**config.mk**
```make
export PLATFORM = sky130hd
export DESIGN_NAME = prime_field_arithmetic_unit_flat
export DESIGN_NICKNAME = d
export VERILOG_FILES = /design/src/rtl/pfau_pkg.sv /design/src/rtl/pfau_if.sv /design/src/rtl/pfau_step.sv /design/src/rtl/prime_field_arithmetic_unit.sv /design/src/flat_wrapper.sv
export SDC_FILE = /design/constraint.sdc
export NUM_CORES = 2
export LEC_CHECK = 0
export BUFFER_PORTS_ARGS = -buffer_cell sky130_fd_sc_hd__buf_2
export CELL_PAD_IN_SITES_DETAIL_PLACEMENT = 0
export CELL_PAD_IN_SITES_GLOBAL_PLACEMENT = 1
export CORE_MARGIN = 1
export CORE_UTILIZATION = 47
export DETAILED_ROUTE_END_ITERATION = 16
export PLACE_DENSITY = 0.85
export SLEW_MARGIN = 15
export SYNTH_ARGS = -nofsm -noshare
export SYNTH_HDL_FRONTEND = slang
export SYNTH_SLANG_ARGS = --single-unit
```
**constraint.sdc**
```tcl
create_clock -name clock -period 15.9 [get_ports clock]
set_clock_uncertainty 0.05 [all_clocks]
set_input_delay 0.795 -clock clock [delete_from_list [all_inputs] [get_ports clock]]
set_output_delay 0.795 -clock clock [all_outputs]
set_load 0.02 [all_outputs]
```
**src/rtl/pfau_pkg.sv**
```systemverilog
// pfau_pkg: shared constants for the prime field arithmetic unit
// operation kinds, register indexes, reset values and default widths
// no dependencies
`default_nettype none
package pfau_pkg;
   localparam int ELEMENT_BITS_DEF  = 31;
   localparam int EXPONENT_BITS_DEF = 64;
   localparam int OPB_BITS          = 64;
   localparam int UNIT_BITS         = OPB_BITS + 1;
   localparam int CNT_BITS          = 6;

   localparam logic [2:0] KIND_ADD   = 3'd0;
   localparam logic [2:0] KIND_SUB   = 3'd1;
   localparam logic [2:0] KIND_MUL   = 3'd2;
   localparam logic [2:0] KIND_DIV   = 3'd3;
   localparam logic [2:0] KIND_POW   = 3'd4;
   localparam logic [2:0] KIND_INV   = 3'd5;
   localparam logic [2:0] KIND_ROOT  = 3'd6;
   localparam logic [2:0] KIND_IROOT = 3'd7;

   localparam logic REG_PRIME = 1'b0;
   localparam logic REG_GEN   = 1'b1;

   localparam longint unsigned PRIME_RESET = 64'd998244353;
   localparam longint unsigned GEN_RESET   = 64'd3;
endpackage
`default_nettype wire

```
**src/rtl/pfau_if.sv**
```systemverilog
// pfau channel interfaces: request and response handshakes with payload
// depends on pfau_pkg for the operand width
`default_nettype none
interface pfau_req_if #(parameter int ELEMENT_BITS = 31);
   logic                          valid;
   logic                          ready;
   logic [2:0]                    kind;
   logic [ELEMENT_BITS-1:0]       operand_a;
   logic [pfau_pkg::OPB_BITS-1:0] operand_b;
   modport source (output valid, kind, operand_a, operand_b, input ready);
   modport sink (input valid, kind, operand_a, operand_b, output ready);
endinterface

interface pfau_rsp_if #(parameter int ELEMENT_BITS = 31);
   logic                    valid;
   logic                    ready;
   logic [ELEMENT_BITS-1:0] result_value;
   logic                    bad_order;
   modport source (output valid, result_value, bad_order, input ready);
   modport sink (input valid, result_value, bad_order, output ready);
endinterface
`default_nettype wire

```
**src/rtl/pfau_step.sv**
```systemverilog
// pfau_step: shared add and conditional subtract unit
// computes x + y + cin, then removes d once when the sum reaches d
// depends on pfau_pkg
`default_nettype none
module pfau_step (
   input  wire logic [pfau_pkg::UNIT_BITS-1:0] x,
   input  wire logic [pfau_pkg::UNIT_BITS-1:0] y,
   input  wire logic                           cin,
   input  wire logic [pfau_pkg::UNIT_BITS-1:0] d,
   output logic      [pfau_pkg::UNIT_BITS-1:0] sum,
   output logic                                ge
);
   import pfau_pkg::*;
   logic [UNIT_BITS:0] raw;
   logic [UNIT_BITS:0] red;
   always_comb begin
      raw = {1'b0, x} + {1'b0, y} + {{UNIT_BITS{1'b0}}, cin};
      ge  = raw >= {1'b0, d};
      red = raw - {1'b0, d};
      sum = ge ? red[UNIT_BITS-1:0] : raw[UNIT_BITS-1:0];
   end
endmodule
`default_nettype wire

```
**src/rtl/prime_field_arithmetic_unit.sv**
```systemverilog
// channel   dir  payload
// req_if    in   kind, operand_a, operand_b
// rsp_if    out  result_value, bad_order
// csr_*     in   write enable, register index, write data
//
// one item at a time; a shared add/compare/subtract step does all the work
// reductions take ELEMENT_BITS steps (operand_b takes 64), a modular multiply
// takes 2*ELEMENT_BITS steps, a power runs max(EXPONENT_BITS, ELEMENT_BITS)
// square-and-multiply rounds, each a squaring and a multiply when the exponent
// bit is set; power, divide, inverse and root items all run such rounds
// synchronous reset sets the two registers to their reset values
// one output register holds the result until taken; the next item may be
// taken and run meanwhile, but cannot finish until that register is free
`default_nettype none
module prime_field_arithmetic_unit #(
   parameter int ELEMENT_BITS  = pfau_pkg::ELEMENT_BITS_DEF,
   parameter int EXPONENT_BITS = pfau_pkg::EXPONENT_BITS_DEF
) (
   input  wire logic                    clock,
   input  wire logic                    reset,
   pfau_req_if.sink                     req_if,
   pfau_rsp_if.source                   rsp_if,
   input  wire logic                    csr_we,
   input  wire logic                    csr_index,
   input  wire logic [ELEMENT_BITS-1:0] csr_wdata
);
   import pfau_pkg::*;

   localparam int W  = ELEMENT_BITS;
   localparam int XW = (EXPONENT_BITS > W) ? EXPONENT_BITS : W;

   localparam logic [3:0] S_IDLE = 4'd0;
   localparam logic [3:0] S_REDA = 4'd1;
   localparam logic [3:0] S_REDB = 4'd2;
   localparam logic [3:0] S_DISP = 4'd3;
   localparam logic [3:0] S_MDBL = 4'd4;
   localparam logic [3:0] S_MADD = 4'd5;
   localparam logic [3:0] S_PSQ  = 4'd6;
   localparam logic [3:0] S_PSQD = 4'd7;
   localparam logic [3:0] S_PMD  = 4'd8;
   localparam logic [3:0] S_PNX  = 4'd9;
   localparam logic [3:0] S_DIV2 = 4'd10;
   localparam logic [3:0] S_RDIV = 4'd11;
   localparam logic [3:0] S_RCHK = 4'd12;
   localparam logic [3:0] S_REDG = 4'd13;
   localparam logic [3:0] S_FIN  = 4'd14;
   localparam logic [3:0] S_OUT  = 4'd15;

   logic [3:0]           state_ff, state_in, mret_ff, mret_in, pret_ff, pret_in;
   logic [W-1:0]         p_ff, p_in, g_ff, g_in;
   logic [2:0]           kind_ff, kind_in;
   logic [W-1:0]         a_ff, a_in, b_ff, b_in;
   logic [OPB_BITS-1:0]  braw_ff, braw_in, sreg_ff, sreg_in;
   logic [UNIT_BITS-1:0] rem_ff, rem_in;
   logic [CNT_BITS-1:0]  cnt_ff, cnt_in, pcnt_ff, pcnt_in;
   logic [W-1:0]         acc_ff, acc_in, mx_ff, mx_in, my_ff, my_in;
   logic [W-1:0]         pacc_ff, pacc_in, pbase_ff, pbase_in;
   logic [XW-1:0]        pe_ff, pe_in;
   logic [W-1:0]         q_ff, q_in;
   logic [W-1:0]         res_ff, res_in;
   logic                 bad_ff, bad_in, pfin_ff, pfin_in;
   logic                 ovalid_ff, ovalid_in;
   logic [W-1:0]         ores_ff, ores_in;
   logic                 obad_ff, obad_in;

   logic [UNIT_BITS-1:0] ux, uy, ud, uo;
   logic                 ucin, uge;
   logic [W-1:0]         pm1;
   logic                 is_root;

   pfau_step u_step (.x(ux), .y(uy), .cin(ucin), .d(ud), .sum(uo), .ge(uge));

   assign pm1     = p_ff - W'(1);
   assign is_root = (kind_ff == KIND_ROOT) || (kind_ff == KIND_IROOT);

   assign req_if.ready        = (state_ff == S_IDLE);
   assign rsp_if.valid        = ovalid_ff;
   assign rsp_if.result_value = ores_ff;
   assign rsp_if.bad_order    = obad_ff;

   // operand selection for the shared step
   always_comb begin
      ux   = '0;
      uy   = '0;
      ucin = 1'b0;
      ud   = UNIT_BITS'(p_ff);
      unique case (state_ff) inside
         S_REDA, S_REDB, S_REDG: begin
            ux   = rem_ff;
            uy   = rem_ff;
            ucin = sreg_ff[OPB_BITS-1];
         end
         S_RDIV: begin
            ux   = rem_ff;
            uy   = rem_ff;
            ucin = sreg_ff[OPB_BITS-1];
            ud   = {1'b0, braw_ff};
         end
         S_MDBL: begin
            ux = UNIT_BITS'(acc_ff);
            uy = UNIT_BITS'(acc_ff);
         end
         S_MADD: begin
            ux = UNIT_BITS'(acc_ff);
            uy = UNIT_BITS'(mx_ff);
         end
         S_DISP: begin
            ux = UNIT_BITS'(a_ff);
            uy = (kind_ff == KIND_SUB) ? UNIT_BITS'(p_ff) - UNIT_BITS'(b_ff)
                                       : UNIT_BITS'(b_ff);
         end
         default: begin
            ux = '0;
         end
      endcase
   end

   always_comb begin
      state_in  = state_ff;
      mret_in   = mret_ff;
      pret_in   = pret_ff;
      p_in      = p_ff;
      g_in      = g_ff;
      kind_in   = kind_ff;
      a_in      = a_ff;
      b_in      = b_ff;
      braw_in   = braw_ff;
      sreg_in   = sreg_ff;
      rem_in    = rem_ff;
      cnt_in    = cnt_ff;
      pcnt_in   = pcnt_ff;
      acc_in    = acc_ff;
      mx_in     = mx_ff;
      my_in     = my_ff;
      pacc_in   = pacc_ff;
      pbase_in  = pbase_ff;
      pe_in     = pe_ff;
      q_in      = q_ff;
      res_in    = res_ff;
      bad_in    = bad_ff;
      pfin_in   = pfin_ff;
      ovalid_in = ovalid_ff && !rsp_if.ready;
      ores_in   = ores_ff;
      obad_in   = obad_ff;

      if (csr_we) begin
         if (csr_index == REG_PRIME) p_in = csr_wdata;
         else g_in = csr_wdata;
      end

      unique case (state_ff)
         S_IDLE: begin
            if (req_if.valid) begin
               kind_in = req_if.kind;
               braw_in = req_if.operand_b;
               sreg_in = {req_if.operand_a, {(OPB_BITS-W){1'b0}}};
               rem_in  = '0;
               cnt_in  = CNT_BITS'(W-1);
               if (p_ff < W'(2)) begin
                  res_in   = '0;
                  bad_in   = (req_if.kind == KIND_ROOT) || (req_if.kind == KIND_IROOT);
                  state_in = S_OUT;
               end else begin
                  state_in = S_REDA;
               end
            end
         end
         S_REDA: begin
            rem_in  = uo;
            sreg_in = sreg_ff << 1;
            cnt_in  = cnt_ff - CNT_BITS'(1);
            if (cnt_ff == '0) begin
               a_in     = uo[W-1:0];
               rem_in   = '0;
               sreg_in  = braw_ff;
               cnt_in   = CNT_BITS'(OPB_BITS-1);
               state_in = S_REDB;
            end
         end
         S_REDB: begin
            rem_in  = uo;
            sreg_in = sreg_ff << 1;
            cnt_in  = cnt_ff - CNT_BITS'(1);
            if (cnt_ff == '0) begin
               b_in     = uo[W-1:0];
               state_in = S_DISP;
            end
         end
         S_DISP: begin
            bad_in = 1'b0;
            case (kind_ff) inside
               KIND_ADD, KIND_SUB: begin
                  res_in   = uo[W-1:0];
                  state_in = S_OUT;
               end
               KIND_MUL: begin
                  mx_in    = a_ff;
                  my_in    = b_ff;
                  acc_in   = '0;
                  cnt_in   = CNT_BITS'(W-1);
                  mret_in  = S_FIN;
                  pfin_in  = 1'b0;
                  state_in = S_MDBL;
               end
               KIND_DIV, KIND_POW, KIND_INV: begin
                  pacc_in  = W'(1);
                  pbase_in = (kind_ff == KIND_DIV) ? b_ff : a_ff;
                  pe_in    = (kind_ff == KIND_POW) ? XW'(braw_ff[EXPONENT_BITS-1:0])
                                                   : XW'(p_ff - W'(2));
                  pcnt_in  = CNT_BITS'(XW-1);
                  pret_in  = (kind_ff == KIND_DIV) ? S_DIV2 : S_FIN;
                  pfin_in  = 1'b1;
                  state_in = S_PSQ;
               end
               default: begin
                  if (braw_ff == '0) begin
                     res_in   = '0;
                     bad_in   = 1'b1;
                     state_in = S_OUT;
                  end else begin
                     sreg_in  = {pm1, {(OPB_BITS-W){1'b0}}};
                     rem_in   = '0;
                     q_in     = '0;
                     cnt_in   = CNT_BITS'(W-1);
                     state_in = S_RDIV;
                  end
               end
            endcase
         end
         // modular multiply, multiplier bits msb first
         S_MDBL: begin
            acc_in   = uo[W-1:0];
            state_in = S_MADD;
         end
         S_MADD: begin
            if (my_ff[W-1]) acc_in = uo[W-1:0];
            my_in  = my_ff << 1;
            cnt_in = cnt_ff - CNT_BITS'(1);
            state_in = (cnt_ff == '0) ? mret_ff : S_MDBL;
         end
         // square-and-multiply, exponent msb first
         S_PSQ: begin
            mx_in    = pacc_ff;
            my_in    = pacc_ff;
            acc_in   = '0;
            cnt_in   = CNT_BITS'(W-1);
            mret_in  = S_PSQD;
            state_in = S_MDBL;
         end
         S_PSQD: begin
            pacc_in = acc_ff;
            if (pe_ff[XW-1]) begin
               mx_in    = pbase_ff;
               my_in    = acc_ff;
               acc_in   = '0;
               cnt_in   = CNT_BITS'(W-1);
               mret_in  = S_PMD;
               state_in = S_MDBL;
            end else begin
               state_in = S_PNX;
            end
         end
         S_PMD: begin
            pacc_in  = acc_ff;
            state_in = S_PNX;
         end
         S_PNX: begin
            pe_in   = pe_ff << 1;
            pcnt_in = pcnt_ff - CNT_BITS'(1);
            state_in = (pcnt_ff == '0) ? pret_ff : S_PSQ;
         end
         S_DIV2: begin
            mx_in    = a_ff;
            my_in    = pacc_ff;
            acc_in   = '0;
            cnt_in   = CNT_BITS'(W-1);
            mret_in  = S_FIN;
            pfin_in  = 1'b0;
            state_in = S_MDBL;
         end
         // restoring division of p-1 by the root order
         S_RDIV: begin
            rem_in  = uo;
            q_in    = {q_ff[W-2:0], uge};
            sreg_in = sreg_ff << 1;
            cnt_in  = cnt_ff - CNT_BITS'(1);
            if (cnt_ff == '0) state_in = S_RCHK;
         end
         S_RCHK: begin
            if (rem_ff != '0) begin
               res_in   = '0;
               bad_in   = 1'b1;
               state_in = S_OUT;
            end else begin
               q_in     = (kind_ff == KIND_ROOT) ? q_ff : pm1 - q_ff;
               sreg_in  = {g_ff, {(OPB_BITS-W){1'b0}}};
               rem_in   = '0;
               cnt_in   = CNT_BITS'(W-1);
               state_in = S_REDG;
            end
         end
         S_REDG: begin
            rem_in  = uo;
            sreg_in = sreg_ff << 1;
            cnt_in  = cnt_ff - CNT_BITS'(1);
            if (cnt_ff == '0) begin
               pacc_in  = W'(1);
               pbase_in = uo[W-1:0];
               pe_in    = XW'(q_ff);
               pcnt_in  = CNT_BITS'(XW-1);
               pret_in  = S_FIN;
               pfin_in  = 1'b1;
               state_in = S_PSQ;
            end
         end
         S_FIN: begin
            res_in   = pfin_ff ? pacc_ff : acc_ff;
            state_in = S_OUT;
         end
         // hand the result to the output register once it is free
         S_OUT: begin
            if (!ovalid_ff || rsp_if.ready) begin
               ovalid_in = 1'b1;
               ores_in   = res_ff;
               obad_in   = bad_ff;
               state_in  = S_IDLE;
            end
         end
         default: begin
            state_in = S_IDLE;
         end
      endcase
   end

   always_ff @(posedge clock) begin
      if (reset) begin
         state_ff  <= S_IDLE;
         p_ff      <= W'(PRIME_RESET);
         g_ff      <= W'(GEN_RESET);
         ovalid_ff <= 1'b0;
      end else begin
         state_ff  <= state_in;
         p_ff      <= p_in;
         g_ff      <= g_in;
         ovalid_ff <= ovalid_in;
      end
   end

   always_ff @(posedge clock) begin
      mret_ff  <= mret_in;
      pret_ff  <= pret_in;
      kind_ff  <= kind_in;
      a_ff     <= a_in;
      b_ff     <= b_in;
      braw_ff  <= braw_in;
      sreg_ff  <= sreg_in;
      rem_ff   <= rem_in;
      cnt_ff   <= cnt_in;
      pcnt_ff  <= pcnt_in;
      acc_ff   <= acc_in;
      mx_ff    <= mx_in;
      my_ff    <= my_in;
      pacc_ff  <= pacc_in;
      pbase_ff <= pbase_in;
      pe_ff    <= pe_in;
      q_ff     <= q_in;
      res_ff   <= res_in;
      bad_ff   <= bad_in;
      pfin_ff  <= pfin_in;
      ores_ff  <= ores_in;
      obad_ff  <= obad_in;
   end

`ifndef SYNTH
   a_busy: assert property (@(posedge clock) disable iff (reset)
      (req_if.valid && req_if.ready) |=> !req_if.ready)
      else $error("took a second item while busy");
   a_hold: assert property (@(posedge clock) disable iff (reset)
      (rsp_if.valid && !rsp_if.ready) |=> (rsp_if.valid &&
         $stable(rsp_if.result_value) && $stable(rsp_if.bad_order)))
      else $error("pending result changed or dropped");
   a_bad_kind: assert property (@(posedge clock) disable iff (reset)
      (state_ff == S_OUT && bad_ff) |-> is_root)
      else $error("bad_order on a non-root kind");
   a_range: assert property (@(posedge clock) disable iff (reset)
      (rsp_if.valid && p_ff >= W'(2)) |-> (rsp_if.result_value < p_ff))
      else $error("result not reduced");
`endif
endmodule
`default_nettype wire
```
**src/flat_wrapper.sv**
```systemverilog
// flat-port wrapper written by rule: the top's interface ports become plain ports
module prime_field_arithmetic_unit_flat import pfau_pkg::*;
#(
   parameter int ELEMENT_BITS  = pfau_pkg::ELEMENT_BITS_DEF,
   parameter int EXPONENT_BITS = pfau_pkg::EXPONENT_BITS_DEF
)
  (clock, reset, csr_we, csr_index, csr_wdata, req_if_valid, req_if_kind, req_if_operand_a, req_if_operand_b, req_if_ready, rsp_if_valid, rsp_if_result_value, rsp_if_bad_order, rsp_if_ready);
  pfau_req_if #(.ELEMENT_BITS(ELEMENT_BITS)) req_if_i ();
  pfau_rsp_if #(.ELEMENT_BITS(ELEMENT_BITS)) rsp_if_i ();
  input  wire logic clock;
  input  wire logic reset;
  input  wire logic csr_we;
  input  wire logic csr_index;
  input  wire logic [ELEMENT_BITS-1:0] csr_wdata;
  input wire logic [$bits(req_if_i.valid)-1:0] req_if_valid;
  input wire logic [$bits(req_if_i.kind)-1:0] req_if_kind;
  input wire logic [$bits(req_if_i.operand_a)-1:0] req_if_operand_a;
  input wire logic [$bits(req_if_i.operand_b)-1:0] req_if_operand_b;
  output wire logic [$bits(req_if_i.ready)-1:0] req_if_ready;
  output wire logic [$bits(rsp_if_i.valid)-1:0] rsp_if_valid;
  output wire logic [$bits(rsp_if_i.result_value)-1:0] rsp_if_result_value;
  output wire logic [$bits(rsp_if_i.bad_order)-1:0] rsp_if_bad_order;
  input wire logic [$bits(rsp_if_i.ready)-1:0] rsp_if_ready;
  assign req_if_i.valid = req_if_valid;
  assign req_if_i.kind = req_if_kind;
  assign req_if_i.operand_a = req_if_operand_a;
  assign req_if_i.operand_b = req_if_operand_b;
  assign req_if_ready = req_if_i.ready;
  assign rsp_if_valid = rsp_if_i.valid;
  assign rsp_if_result_value = rsp_if_i.result_value;
  assign rsp_if_bad_order = rsp_if_i.bad_order;
  assign rsp_if_i.ready = rsp_if_ready;
  prime_field_arithmetic_unit #(.ELEMENT_BITS(ELEMENT_BITS), .EXPONENT_BITS(EXPONENT_BITS)) u_core (.clock(clock), .reset(reset), .req_if(req_if_i), .rsp_if(rsp_if_i), .csr_we(csr_we), .csr_index(csr_index), .csr_wdata(csr_wdata));
endmodule
```
==> results <==
- In the post-route analysis, the smallest setup slack over all paths is between 3 and 4 ns.
- approximately 170 I/O pins were placed.
- The total wirelength of the detailed-routed design is around 160000 um.
- Max-cap violations in this run came to 0.
- The post-route antenna net violation count is 0.
- The final critical-path share of the clock period is around three quarters.
- The Yosys step of the flow raised 0 warnings.
- The number of DRC markers after the initial detailed-route iteration is 5182.
- The finished cells cover about 47000 um2.
- The start point of the worst min-delay path is req_if_operand_b[12].
- The number of hold buffers added after CTS is 0.
- The floorplan step defined a die boundary enclosing 92070 um2.
- The leakage power figure is 0.01808 uW.
- Setup violations remaining at the end of the flow were counted as 0.
- The worst ir drop on vdd is slightly below 0.0003 V.
- The number of filler cells placed in the layout is approximately 8400.
- The average instance in the mapped netlist occupies about 9.7 um2.
- Counting stages on the worst path, the most repeated cell is nand2_1.
- Once the clock tree was built, the resizer swapped 0 gates to a different size.
- Setup repair after global routing left no endpoint under its margin.
- The root buffer cell is clkbuf_16.
- The total nets after synthesis is about 4800.
- The top cell types in the final layout, fill and taps aside, are 589 x edfxtp_1, 513 x nand2_1, 378 x a21oi_1, 281 x nor2_1, 280 x o21ai_0.
- TritonCTS created 74 clock buffers.
- The site row count is 110.
- The combined area of all synthesized cells is around 43000 um2.
- The horizontal extent of the die is between 300 and 400 um.
- For this run, the top clock speed supported by timing is around 83 MHz.
- The startpoint type of the worst setup path is a register.
- The dominant synthesized flop cell is edfxtp_1.
- The remaining design rule violation count is 0.
- The initial antenna violation count is 1.
- The clock transition at the register clock pins on the worst setup and hold paths after CTS is ~0.06 ns.
- The arrival time at the worst endpoint is about 12 ns.
- In this run the critical register-to-register path is captured at u_core.res_ff[10].
- The number of nets in the layout is 4788.
- The number of distinct library cells after synthesis is 91.
- The relative area change from synthesis to final layout is 9.721%.
- The minimum period implied by the final worst setup slack is 12.01 ns.
- The largest fanout on the critical path is 58.
- The post-route netlist has 10.04% of its cells at a drive strength greater than 1.
- Yosys mapped a number of flops with a built-in enable equal to 589.
- The path type of the worst min-delay path is input pin to register.
- After global routing the overflow that remains totals 0.
- Counting along the longest clock path gives a buffer depth of 3.
- The slowest stage of the critical path is the dfxtp_1 cell.
- The worst register-to-register path begins at u_core.state_ff[1].
- The slew at the pin closest to its max-slew limit is ~1.1 ns.
- The count of buffers added by post-CTS timing repair for setup is 0.
- Clock tree synthesis found a total of ~660 sinks.
- The sequential cell area fraction in the yosys report is 44.56%.
- The first global-routing pass estimated 225200 um of wire.
- Global routing used around 33% of the available tracks.
- Entering global routing, the biggest net connects 77 pins.
- The final count of hold timing violations is 0.
- The worst slew margin relative to its limit is about a quarter.
- The worst setup slack before clock tree synthesis is between 4 and 5 ns.
- The run finished with clean final reports.
- Tracing the worst setup path back leads to its startpoint at u_core.state_ff[1].
- The category of the worst setup path capture point is a register.
- For the worst-skew pair, the clock arrives at the later sink with an insertion delay of ~0.67 ns.
- The antenna cell count is 0.
- The kind of critical path is register to register.
- Synthesis handed over a netlist of around 4400 instances.
- For the final routed database, the setup TNS stands at 0 ns.
- Counting instances, the worst hold path has a depth of 1.
- The setup check on the worst reg-to-reg path leaves a slack of between 3 and 4 ns.
- The share of async-settable or async-resettable flops after synthesis is 0%.
- The cell depth of the worst flop-to-flop path is 34.
- The flop and latch count out of synthesis is around 660.
- The largest incremental delay on the critical path is around 0.83 ns.
- Routability-driven placement finished with a final weighted congestion of between 1 and 1.5.
- The total placed instance area is ~45000 um2.
- For this run, the detailed router's first-pass iteration total came to 9.
- The number of buffers inserted by port buffering is 168.
- In this run the vertical extent of the chip is between 300 and 400 um.
- The final max-slew violation count is 0.
- The via density per instance is 6.516.
- The leading cell type in the layout, fill and taps excluded is edfxtp_1.
- CTS built an H-tree with a depth of 3.
- In the final routed layout, each cell accounts on average for ~27 um.
- The number of vias in the routed layout is about 37000.
- The initial utilization of the core area, before any placement, comes to about 47%.
- The data required time of the worst path is between 15 and 20 ns.
- The number of global-route vias before repair is approximately 35000.
- The ratio of total power to cell area is 260.7 nW/um2.
- The TritonCTS clock tree is done.
- For hold timing, the worst endpoint is u_core.braw_ff[12].
- Cells fill 52.06% of the core in the end.
- The final worst hold slack is 0.2575 ns.
- The total area inside the core boundary comes to 90010 um2.
- The estimated wirelength of the detail-placed design is approximately 110000 um.
-- power breakdown --
part           internal (uW)  switching, uW  total [uW]
Combinational           2660           4700        7360
Clock                    927            749        1680
Sequential              2750            431        3180
Total                   6330           5880       12200
-- cells by family after synthesis --
family	share of synthesized area [%]
AOI/OAI and AO/OA	20.09
muxes	5.098
and+or+nand+nor	15.31
DFF	44.56
adders and majority gates	5.918
xor gates and xnor gates	4.614
buffers and inverters	4.409
-- sequential cells by signal, indices dropped and copies added, names as in the netlist, 64 cells and up --
name and flops:
u_core.braw_ff 64, u_core.pe_ff 64, u_core.rem_ff 65, u_core.sreg_ff 64
-- cells in the mapped netlist, types with 57 or more instances --
| library cell | n | share of area (%) |
|---|---|---|
| mux2i_1 | 147 | 3.4 |
| a21o_1 | 90 | 1.6 |
| clkbuf_1 | 241 | 2.1 |
| xnor2_1 | 134 | 2.7 |
| a222oi_1 | 70 | 1.6 |
| o22ai_1 | 57 | 0.83 |
| ha_1 | 194 | 5.7 |
| edfxtp_1 | 589 | 41 |
| nand2_1 | 517 | 4.5 |
| nand3_1 | 57 | 0.67 |
| a21oi_1 | 381 | 4.5 |
| nor3_1 | 73 | 0.86 |
| inv_1 | 184 | 1.6 |
| nor2b_1 | 66 | 0.97 |
| o21ai_0 | 281 | 3.3 |
| xor2_1 | 91 | 1.9 |
| dfxtp_1 | 67 | 3.1 |
| nor2_1 | 294 | 2.6 |
-- metrics by stage --
| stage | instances | power (uW) |
|---|---|---|
| 2_1_floorplan | 4423 | 8441 |
| 3_3_place_gp | 5554 | 10270 |
| 3_5_place_dp | 5554 | 10330 |
| 4_1_cts | 5686 | 12030 |
| 5_1_grt | 5686 | 12790 |
| 6_report | 5686 | 12210 |
-- routing by layer --
metal / global-route usage (%) / vias up / routed length [um]
li1: - / 16590 / -
met1: 44.55 / 17840 / 61610
met2: 50.75 / 2214 / 68730
met3: 6.026 / 405 / 16390
met4: 17.60 / 0 / 8731
met5: 0 / - / 0
-- worst max path at each step --
stage / to / slack (ns) / depth (start not counted)
floorplan: u_core.rem_ff[0] / 4.85 / 7
global placement: u_core.res_ff[24] / 4.62 / 34
detailed placement: u_core.res_ff[24] / 4.32 / 34
CTS: u_core.pbase_ff[24] / 4.20 / 34
global route: u_core.res_ff[23] / 3.45 / 33
finish: u_core.res_ff[10] / 3.89 / 34
-- area by class of cell --
| cell class | instances | area, um2 | area share [%] |
|---|---|---|---|
| timing repair buffer | 242 | 1396 | 2.980 |
| tap | 1176 | 1471 | 3.140 |
| clock inverter | 36 | 272.8 | 0.5821 |
| multi-input combinational | 3296 | 21990 | 46.92 |
| inverter | 184 | 691.9 | 1.477 |
| clock buffer | 96 | 2006 | 4.280 |
| sequential | 656 | 19030 | 40.62 |
-- critical path: cells and delay by family, from the launching register on --
kind	cells	cell delay (ns)
adders and majority gates	3	0.89
muxes	1	0.41
DFF	1	0.83
buffers and inverters	4	2.20
and+or+nand+nor	13	2.65
xor gates and xnor gates	1	0.28
AOI/OAI and AO/OA	12	4.24
Power figures use the tool's default switching activity.
